===== config.mk =====
export PLATFORM = sky130hd
export DESIGN_NAME = peer_table_with_aging
export DESIGN_NICKNAME = d
export VERILOG_FILES = /design/src/hw/rtl/ptwa_pkg.sv /design/src/hw/rtl/peer_table_with_aging.sv /design/src/hw/rtl/ptwa_cell.sv /design/src/hw/rtl/ptwa_head.sv
export SDC_FILE = /design/constraint.sdc
export NUM_CORES = 2
export LEC_CHECK = 0
export BUFFER_PORTS_ARGS = -buffer_cell sky130_fd_sc_hd__buf_2
export CORE_MARGIN = 4
export CORE_UTILIZATION = 59
export CTS_BUF_LIST = sky130_fd_sc_hd__clkbuf_8
export DETAILED_ROUTE_END_ITERATION = 10
export GPL_TIMING_DRIVEN = 0
export PLACE_DENSITY = 0.77
export SLEW_MARGIN = 10
export SYNTH_ARGS = -nofsm -noshare
export SYNTH_HDL_FRONTEND = slang
export SYNTH_SLANG_ARGS = --single-unit

===== constraint.sdc =====
create_clock -name i_clk -period 11.7 [get_ports i_clk]
set_clock_uncertainty 0.15 [all_clocks]
set_input_delay 2.34 -clock i_clk [delete_from_list [all_inputs] [get_ports i_clk]]
set_output_delay 2.34 -clock i_clk [all_outputs]
set_load 0.02 [all_outputs]

===== src/hw/rtl/ptwa_pkg.sv =====
`default_nettype none
package ptwa_pkg;

    typedef enum logic [2:0] {
        OP_ADD    = 3'd0,
        OP_ACT    = 3'd1,
        OP_REMOVE = 3'd2,
        OP_AGE    = 3'd3,
        OP_READ   = 3'd4
    } t_op;

    typedef enum logic [1:0] {
        S_IDLE,
        S_PASS,
        S_FIN,
        S_DONE
    } t_state;

    localparam logic [1:0] ST_OK        = 2'd0;
    localparam logic [1:0] ST_NOT_FOUND = 2'd1;
    localparam logic [1:0] ST_FULL      = 2'd2;

    localparam logic [31:0]       TIMEOUT_RESET = 32'd300000;
    localparam logic signed [7:0] NEW_STRENGTH  = -8'sd100;

    // Division by ten of a magnitude up to 1280: multiply by 1639 and drop 14 bits.
    localparam logic [10:0] DIV10_MUL   = 11'd1639;
    localparam int          DIV10_SHIFT = 14;

    typedef struct packed {
        logic [47:0]       mac;
        logic [31:0]       seen;
        logic signed [7:0] raw;
        logic signed [7:0] smooth;
    } t_entry;

    typedef struct packed {
        logic shift;
        logic load;
    } t_cell_ctrl;

    typedef struct packed {
        logic   keep;
        logic   hit;
        t_entry entry;
    } t_head_res;

endpackage
`default_nettype wire


===== src/hw/rtl/peer_table_with_aging.sv =====
// An accepted item enters the pass state, which streams the entry chain through the head
// unit one entry at a time and then sees the pass end; the finish state builds the result,
// and the done state hands it to the output register once that is free (an output stall
// holds it there). Only then does the idle state take the next item, so items never overlap.
// Reset (synchronous, active low) empties the table, sets the timeout to 300000 ms and drops
// any pending result; entry contents are not cleared and are never read before being written.
`default_nettype none
module peer_table_with_aging #(
    parameter int PEER_CAPACITY = 16
) (
    input  wire               i_clk,
    input  wire               i_rst_n,
    input  wire               i_in_valid,
    output logic              o_in_stall,
    input  wire [2:0]         i_op,
    input  wire [47:0]        i_mac,
    input  wire signed [7:0]  i_rssi,
    input  wire [31:0]        i_now_ms,
    input  wire [5:0]         i_slot,
    output logic              o_out_valid,
    input  wire               i_out_stall,
    output logic [1:0]        o_status,
    output logic [5:0]        o_entry_index,
    output logic [6:0]        o_entry_count,
    output logic [6:0]        o_removed_count,
    output logic [47:0]       o_mac_out,
    output logic [31:0]       o_last_seen_out,
    output logic signed [7:0] o_rssi_out,
    output logic signed [7:0] o_smoothed_out,
    input  wire               i_cfg_we,
    input  wire [31:0]        i_cfg_wdata
);

    // Counter width: holds every value from zero up to the capacity itself.
    localparam int CW = $clog2(PEER_CAPACITY + 1);

    // The table is a chain of cells holding the valid entries packed at positions
    // 0..count-1. Each operation runs one pass: every cycle the entry in cell 0 goes
    // through the head unit while all cells shift down by one, and the head entry,
    // if it is kept, is written back behind the entries kept so far. When the pass ends
    // the kept entries sit again at the bottom of the chain in their old order,
    // so removal and age-out compact the table for free.

    ptwa_pkg::t_state r_state;
    ptwa_pkg::t_state n_state;

    ptwa_pkg::t_op     r_op;
    logic [47:0]       r_mac;
    logic signed [7:0] r_rssi;
    logic [31:0]       r_now_ms;
    logic [5:0]        r_slot;
    logic [31:0]       r_timeout_ms;

    logic [CW-1:0] r_count;
    logic [CW-1:0] r_rem;
    logic [CW-1:0] r_kept;
    logic [CW-1:0] r_idx;
    logic [CW-1:0] r_removed;
    logic          r_found;
    logic          r_full;
    logic [5:0]    r_hit_idx;
    ptwa_pkg::t_entry r_hit;

    // Finished result, waiting for the output register to free up.
    logic [1:0]        r_res_status;
    logic [5:0]        r_res_index;
    logic [6:0]        r_res_removed;
    logic [47:0]       r_res_mac;
    logic [31:0]       r_res_seen;
    logic signed [7:0] r_res_raw;
    logic signed [7:0] r_res_smooth;

    ptwa_pkg::t_entry    cell_q [PEER_CAPACITY];
    ptwa_pkg::t_cell_ctrl cell_ctrl [PEER_CAPACITY];
    ptwa_pkg::t_head_res head_res;
    ptwa_pkg::t_entry    load_data;
    ptwa_pkg::t_entry    new_entry;
    logic [CW-1:0]       load_ptr;
    logic                load_en;
    logic                shift_en;
    logic                accept;
    logic                out_free;
    logic                op_known;

    // Finish-cycle result.
    logic [1:0]        fin_status;
    logic [5:0]        fin_index;
    logic [6:0]        fin_removed;
    logic [47:0]       fin_mac;
    logic [31:0]       fin_seen;
    logic signed [7:0] fin_raw;
    logic signed [7:0] fin_smooth;
    logic              fin_append;

    assign accept   = i_in_valid && !o_in_stall;
    assign out_free = !o_out_valid || !i_out_stall;

    always_comb begin
        case (i_op)
            ptwa_pkg::OP_ADD, ptwa_pkg::OP_ACT, ptwa_pkg::OP_REMOVE,
            ptwa_pkg::OP_AGE, ptwa_pkg::OP_READ: op_known = 1'b1;
            default:                             op_known = 1'b0;
        endcase
    end

    // ------------------------------------------------------------------ cells
    genvar gi;
    generate
        for (gi = 0; gi < PEER_CAPACITY; gi++) begin : g_cell
            ptwa_pkg::t_entry next_entry;
            if (gi == PEER_CAPACITY - 1) begin : g_top
                assign next_entry = cell_q[gi];
            end else begin : g_mid
                assign next_entry = cell_q[gi + 1];
            end
            assign cell_ctrl[gi].shift = shift_en;
            assign cell_ctrl[gi].load  = load_en && (load_ptr == CW'(gi));
            ptwa_cell u_cell (
                .i_clk       (i_clk),
                .i_ctrl      (cell_ctrl[gi]),
                .i_next      (next_entry),
                .i_load_data (load_data),
                .o_entry     (cell_q[gi])
            );
        end
    endgenerate

    ptwa_head u_head (
        .i_head       (cell_q[0]),
        .i_op         (r_op),
        .i_mac        (r_mac),
        .i_rssi       (r_rssi),
        .i_now_ms     (r_now_ms),
        .i_timeout_ms (r_timeout_ms),
        .i_found      (r_found),
        .i_pos        (6'(r_idx)),
        .i_slot       (r_slot),
        .o_res        (head_res)
    );

    // ---------------------------------------------------------- state machine
    always_comb begin
        n_state = r_state;
        unique case (r_state)
            ptwa_pkg::S_IDLE: if (i_in_valid) n_state = ptwa_pkg::S_PASS;
            ptwa_pkg::S_PASS: if (r_rem == '0) n_state = ptwa_pkg::S_FIN;
            ptwa_pkg::S_FIN:  n_state = ptwa_pkg::S_DONE;
            ptwa_pkg::S_DONE: if (out_free) n_state = ptwa_pkg::S_IDLE;
            default:          n_state = ptwa_pkg::S_IDLE;
        endcase
    end

    assign new_entry.mac    = r_mac;
    assign new_entry.seen   = r_now_ms;
    assign new_entry.raw    = ptwa_pkg::NEW_STRENGTH;
    assign new_entry.smooth = ptwa_pkg::NEW_STRENGTH;

    // Chain control: shift during the pass, write back kept entries, append new peers.
    always_comb begin
        o_in_stall = 1'b1;
        shift_en   = 1'b0;
        load_en    = 1'b0;
        load_ptr   = r_rem + r_kept - CW'(1);
        load_data  = head_res.entry;
        unique case (r_state)
            ptwa_pkg::S_IDLE: begin
                o_in_stall = 1'b0;
            end
            ptwa_pkg::S_PASS: begin
                shift_en = (r_rem != '0);
                load_en  = (r_rem != '0) && head_res.keep;
            end
            ptwa_pkg::S_FIN: begin
                load_en   = fin_append;
                load_ptr  = r_count;
                load_data = new_entry;
            end
            ptwa_pkg::S_DONE: begin
                o_in_stall = 1'b1;
            end
            default: begin
                o_in_stall = 1'b1;
            end
        endcase
    end

    // Result assembly once the pass is complete.
    always_comb begin
        fin_status  = ptwa_pkg::ST_OK;
        fin_index   = '0;
        fin_removed = '0;
        fin_mac     = '0;
        fin_seen    = '0;
        fin_raw     = '0;
        fin_smooth  = '0;
        fin_append  = 1'b0;
        unique case (r_op)
            ptwa_pkg::OP_ADD: begin
                if (r_full) begin
                    fin_status = ptwa_pkg::ST_FULL;
                end else if (r_found) begin
                    fin_index  = r_hit_idx;
                    fin_seen   = r_hit.seen;
                    fin_raw    = r_hit.raw;
                    fin_smooth = r_hit.smooth;
                end else begin
                    fin_append = 1'b1;
                    fin_index  = 6'(r_count);
                    fin_seen   = r_now_ms;
                    fin_raw    = ptwa_pkg::NEW_STRENGTH;
                    fin_smooth = ptwa_pkg::NEW_STRENGTH;
                end
            end
            ptwa_pkg::OP_ACT: begin
                if (r_found) begin
                    fin_index  = r_hit_idx;
                    fin_seen   = r_hit.seen;
                    fin_raw    = r_hit.raw;
                    fin_smooth = r_hit.smooth;
                end else begin
                    fin_status = ptwa_pkg::ST_NOT_FOUND;
                end
            end
            ptwa_pkg::OP_REMOVE: begin
                if (r_found) begin
                    fin_index   = r_hit_idx;
                    fin_removed = 7'd1;
                end else begin
                    fin_status = ptwa_pkg::ST_NOT_FOUND;
                end
            end
            ptwa_pkg::OP_AGE: begin
                fin_removed = 7'(r_removed);
            end
            ptwa_pkg::OP_READ: begin
                if (r_found) begin
                    fin_index  = r_hit_idx;
                    fin_mac    = r_hit.mac;
                    fin_seen   = r_hit.seen;
                    fin_raw    = r_hit.raw;
                    fin_smooth = r_hit.smooth;
                end else begin
                    fin_status = ptwa_pkg::ST_NOT_FOUND;
                end
            end
            default: begin
                fin_status = ptwa_pkg::ST_NOT_FOUND;
            end
        endcase
    end

    // ------------------------------------------------------------- registers
    always_ff @(posedge i_clk) begin
        if (!i_rst_n) begin
            r_state      <= ptwa_pkg::S_IDLE;
            r_count      <= '0;
            r_timeout_ms <= ptwa_pkg::TIMEOUT_RESET;
            o_out_valid  <= 1'b0;
        end else begin
            r_state <= n_state;
            if (i_cfg_we) begin
                r_timeout_ms <= i_cfg_wdata;
            end
            if (r_state == ptwa_pkg::S_FIN) begin
                r_count <= r_count - r_removed + CW'(fin_append);
            end
            if (r_state == ptwa_pkg::S_DONE && out_free) begin
                o_out_valid <= 1'b1;
            end else if (!i_out_stall) begin
                o_out_valid <= 1'b0;
            end
        end
    end

    // Operation context and pass bookkeeping.
    always_ff @(posedge i_clk) begin
        if (accept) begin
            r_op      <= ptwa_pkg::t_op'(i_op);
            r_mac     <= i_mac;
            r_rssi    <= i_rssi;
            r_now_ms  <= i_now_ms;
            r_slot    <= i_slot;
            r_full    <= (r_count >= CW'(PEER_CAPACITY));
            r_kept    <= '0;
            r_idx     <= '0;
            r_removed <= '0;
            r_found   <= 1'b0;
            r_hit_idx <= '0;
            // A full add and an unknown code need no pass over the table.
            if (!op_known || (i_op == ptwa_pkg::OP_ADD && r_count >= CW'(PEER_CAPACITY))) begin
                r_rem <= '0;
            end else begin
                r_rem <= r_count;
            end
        end else if (shift_en) begin
            r_rem <= r_rem - CW'(1);
            r_idx <= r_idx + CW'(1);
            if (head_res.keep) begin
                r_kept <= r_kept + CW'(1);
            end else begin
                r_removed <= r_removed + CW'(1);
            end
            if (head_res.hit) begin
                r_found   <= 1'b1;
                r_hit_idx <= 6'(r_idx);
                r_hit     <= head_res.entry;
            end
        end
    end

    always_ff @(posedge i_clk) begin
        if (r_state == ptwa_pkg::S_FIN) begin
            r_res_status  <= fin_status;
            r_res_index   <= fin_index;
            r_res_removed <= fin_removed;
            r_res_mac     <= fin_mac;
            r_res_seen    <= fin_seen;
            r_res_raw     <= fin_raw;
            r_res_smooth  <= fin_smooth;
        end
    end

    // The entry count is final by the hand-off cycle, so it is sampled there.
    always_ff @(posedge i_clk) begin
        if (r_state == ptwa_pkg::S_DONE && out_free) begin
            o_status        <= r_res_status;
            o_entry_index   <= r_res_index;
            o_entry_count   <= 7'(r_count);
            o_removed_count <= r_res_removed;
            o_mac_out       <= r_res_mac;
            o_last_seen_out <= r_res_seen;
            o_rssi_out      <= r_res_raw;
            o_smoothed_out  <= r_res_smooth;
        end
    end

endmodule
`default_nettype wire


===== src/hw/rtl/ptwa_cell.sv =====
`default_nettype none
module ptwa_cell (
    input  wire                 i_clk,
    input  ptwa_pkg::t_cell_ctrl i_ctrl,
    input  ptwa_pkg::t_entry    i_next,
    input  ptwa_pkg::t_entry    i_load_data,
    output ptwa_pkg::t_entry    o_entry
);

    ptwa_pkg::t_entry r_entry;

    // A load takes priority over the shift from the upper neighbor.
    always_ff @(posedge i_clk) begin
        if (i_ctrl.load) begin
            r_entry <= i_load_data;
        end else if (i_ctrl.shift) begin
            r_entry <= i_next;
        end
    end

    assign o_entry = r_entry;

endmodule
`default_nettype wire


===== src/hw/rtl/ptwa_head.sv =====
`default_nettype none
module ptwa_head (
    input  ptwa_pkg::t_entry   i_head,
    input  ptwa_pkg::t_op      i_op,
    input  wire [47:0]         i_mac,
    input  wire signed [7:0]   i_rssi,
    input  wire [31:0]         i_now_ms,
    input  wire [31:0]         i_timeout_ms,
    input  wire                i_found,
    input  wire [5:0]          i_pos,
    input  wire [5:0]          i_slot,
    output ptwa_pkg::t_head_res o_res
);

    logic        match;
    logic [31:0] age;
    logic [11:0] s12;
    logic [11:0] r12;
    logic [11:0] sum;
    logic [11:0] mag;
    logic [21:0] prod;
    logic [7:0]  quo;
    logic [7:0]  smooth_new;

    assign match = (i_head.mac == i_mac) && !i_found;
    assign age   = i_now_ms - i_head.seen;

    // Smoothing: (old*7 + new*3)/10, truncated toward zero, in sign-magnitude form; an old zero takes the new value.
    always_comb begin
        s12  = {{4{i_head.smooth[7]}}, i_head.smooth};
        r12  = {{4{i_rssi[7]}}, i_rssi};
        sum  = (s12 << 3) - s12 + (r12 << 1) + r12;
        mag  = sum[11] ? (12'd0 - sum) : sum;
        prod = 22'(mag[10:0]) * 22'(ptwa_pkg::DIV10_MUL);
        quo  = prod[ptwa_pkg::DIV10_SHIFT +: 8];
        if (i_head.smooth == 8'sd0) begin
            smooth_new = i_rssi;
        end else begin
            smooth_new = sum[11] ? (8'd0 - quo) : quo;
        end
    end

    always_comb begin
        o_res.keep  = 1'b1;
        o_res.hit   = 1'b0;
        o_res.entry = i_head;
        unique case (i_op)
            ptwa_pkg::OP_ADD: begin
                if (match) begin
                    o_res.hit        = 1'b1;
                    o_res.entry.seen = i_now_ms;
                end
            end
            ptwa_pkg::OP_ACT: begin
                if (match) begin
                    o_res.hit          = 1'b1;
                    o_res.entry.seen   = i_now_ms;
                    o_res.entry.raw    = i_rssi;
                    o_res.entry.smooth = smooth_new;
                end
            end
            ptwa_pkg::OP_REMOVE: begin
                if (match) begin
                    o_res.hit  = 1'b1;
                    o_res.keep = 1'b0;
                end
            end
            ptwa_pkg::OP_AGE: begin
                o_res.keep = !(age > i_timeout_ms);
            end
            ptwa_pkg::OP_READ: begin
                o_res.hit = (i_pos == i_slot) && !i_found;
            end
            default: begin
                o_res.keep = 1'b1;
            end
        endcase
    end

endmodule
`default_nettype wire

==> flow_summary.toml <==
[status]
status = "finished clean"

[cells_and_area]
fin_area_mm2 = 0.101
drive_gt1_share_pct = 38.2
most-common-layout-cells = "edfxtp_1 (1956), mux2_2 (1447), inv_1 (386), clkbuf_8 (360), buf_2 (318)"
regArea_mm2 = 0.0600
fin_nets = 6404
final_common_cell = "edfxtp_1"
n_fill_cell = 10300
area_growth_pct = 12.2
multi_input_area_mm2 = 0.0276

[timing]
finalSetupViolations = 0
min_period_over_period_pct = 93.8
period_needed_ps = 10980
slew_violations = 0
max_freq_ghz = 0.0911
finalHoldViolations = 0
worstMarginPinSlew_ps = 1380
rsz0062_at_grt = "false"
slew_headroom_pct = 7.34

[critical_path]
cp-end-kind = "register"
crit_path_max_fanout = 10
crit_type = "register to register"
r2r_end = "g_cell[13].u_cell.o_entry[6]$_DFFE_PP_"
crit_start = "r_rssi[2]$_DFFE_PP_"
crit_arrival_ps = 11530
critPathSlowestCell = "a2111oi_1"
setup.worst_path.end = "g_cell[13].u_cell.o_entry[6]$_DFFE_PP_"
rr_worst_depth = 38
max_stage_delay_ps = 650
crit_required_ps = 12250
timing.rr.start = "r_rssi[2]$_DFFE_PP_"
crit_path_start_kind = "register"
crit_path_frequent_cell = "inv_1"
r2r_slack_ps = 720

[clocking]
cts.sinks = 2017
cts_buffer_depth = 4
htree_levels = 5
root_buffer = "clkbuf_8"
ctsResizeCount = 0
cts_tree = "done"
hold_buffers = 0
clk_latency_ps = 1040
numCtsBuffers = 337
cts_setup_buffers = 0
clkTransAtPathRegs_ps = 60

[detailed_routing]
antenna_left = 0
num_vias = 48900
via_per_inst = 5.89
drt_iter0_markers = 4483
routedWlPerCell_um = 24.9
drtPass1Iterations = 6
wl_um = 206000
route.detailed.drc = 0

[global_route]
first_global_vias = 48900
grt_overflow_total = 0
grt_max_degree = 60
grt_usage_pct = 25.8
grt_pass1_wl_um = 307000
antenna_found_initial = 6

[die]
fp.dieH_um = 399
num_rows = 143
die-width_um = 399
core_mm2 = 0.152
floorplan.initialDensity_pct = 59.3
ioPinCount = 254
die_area_mm2 = 0.159

[synth]
syn_avg_cell_area_um2 = 16.6
ys_warn_count = 0
seq_area_frac_synth_pct = 66.6
synth_flop_cell = "edfxtp_1"
synth_edf_count = 1956
synth_cells = 5407
ys_seq_elements = 2017
ys_types = 82
netlist_area_mm2 = 0.0900
synthArstFlopShare_pct = 0

[hold_path]
hp-class = "register to register"
holdCritStartpoint = "r_res_mac[40]$_SDFFCE_PN0P_"
holdPathStages = 0

[flow_run]
cap_violations = 0

[placed_design]
portBuffers = 246
placed_area_mm2 = 0.0952
gp_congestion = 0.914
dp_hpwl_um = 142000
[how the worst min path moves through the flow]
stage	endpoint	slack [ps]
after floorplan	o_entry_index[0]$_DFFE_PP_	250
after global placement	o_last_seen_out[23]$_DFFE_PP_	250
after detailed placement	o_last_seen_out[16]$_DFFE_PP_	250
after CTS	o_mac_out[40]$_DFFE_PP_	210
after global routing	o_mac_out[40]$_DFFE_PP_	230
final	o_mac_out[40]$_DFFE_PP_	210
[layer usage]
metal  wire [um]  global-route usage [%]
met2       96500                    41.0
met5           0                       0
met4        7390                    9.67
met1       85200                    35.5
met3       17300                    5.38
[final cells by class]
| cell class | count | area share (%) |
|---|---|---|
| diodes | 2 | 0.00496 |
| flip-flops and latches | 2017 | 59.4 |
| multi-input cells | 2787 | 27.3 |
| clock buffers | 360 | 4.91 |
| clock inverters | 199 | 0.793 |
| well taps | 2030 | 2.52 |
| inverters | 275 | 1.02 |
| plain buffers | 332 | 1.59 |
| repair buffers | 299 | 2.49 |
[sequential cells by signal, summed over array words and instances, names as in the netlist, 6 cells and up]
name                   count
r_timeout_ms              32
o_last_seen_out           32
r_hit                     96
r_rssi                     8
r_res_raw                  8
g_cell.u_cell.o_entry   1536
r_now_ms                  32
r_slot                     6
r_res_seen                32
r_res_mac                 48
r_mac                     48
o_rssi_out                 8
o_mac_out                 48
o_smoothed_out             8
r_res_smooth               8
[per-stage QoR]
stage               utilization [%]  setup TNS (ps)  setup WS (ps)  hold WS, ps  cells
CTS                            66.5               0            570          212   8299
floorplan                         -               0           66.1          250   5411
finish                         66.6               0            722          207   8301
global route                   66.5               0            114          233   8300
detailed placement             62.7               0            676          255   7740
global placement               61.8        -2522390          -7800          253   7687
[cell families (layout without fill, tap and decap cells)]
logic type / count (synthesis) / in the layout / share of synthesized area, %
DFF: 2017 / 2017 / 66.6
muxes: 1595 / 1595 / 20.3
buffers and inverters: 607 / 1465 / 2.92
and+or+nand+nor: 483 / 483 / 2.93
AOI/OAI and AO/OA: 363 / 363 / 2.57
adders and majority gates: 221 / 221 / 3.46
xor gates and xnor gates: 120 / 120 / 1.18
other: 1 / 7 / 0.00417
[critical path: cells and delay by family (launching register included)]
| family | cells | cell delay [ps] |
|---|---|---|
| buffers and inverters | 9 | 1200 |
| adder cells (fa/ha/maj) | 10 | 4120 |
| AND/OR/NAND/NOR | 6 | 910 |
| XOR/XNOR | 2 | 680 |
| multiplexers | 1 | 340 |
| flip-flops | 1 | 500 |
| AO/OA/AOI/OAI | 10 | 2830 |
[cells in the mapped netlist, types with 14 or more instances]
| master | number | area (um2) |
|---|---|---|
| fa_1 | 47 | 941 |
| nand3_1 | 32 | 160 |
| nor2b_1 | 48 | 300 |
| o21ai_0 | 50 | 250 |
| o211ai_1 | 25 | 188 |
| and2_1 | 69 | 432 |
| nand2b_1 | 18 | 113 |
| and3_1 | 22 | 138 |
| buf_1 | 23 | 86.3 |
| mux2_2 | 1447 | 16300 |
| mux2i_1 | 46 | 460 |
| mux2_4 | 98 | 1470 |
| nor3_1 | 24 | 120 |
| xor2_1 | 50 | 438 |
| dfxtp_1 | 61 | 1220 |
| nor4_1 | 18 | 113 |
| a21o_1 | 29 | 218 |
| ha_1 | 174 | 2180 |
| buf_2 | 72 | 360 |
| buf_4 | 30 | 225 |
| buf_6 | 20 | 225 |
| nand4_1 | 20 | 125 |
| edfxtp_1 | 1956 | 58700 |
| nor2_1 | 81 | 304 |
| clkbuf_1 | 187 | 702 |
| xnor2_1 | 69 | 604 |
| nand2_1 | 91 | 342 |
| inv_1 | 273 | 1020 |
| o21a_1 | 14 | 105 |
| a21oi_1 | 141 | 706 |
Power is not shown: default switching activity piles up to over one toggle a cycle in this logic, so the estimate is an artifact.
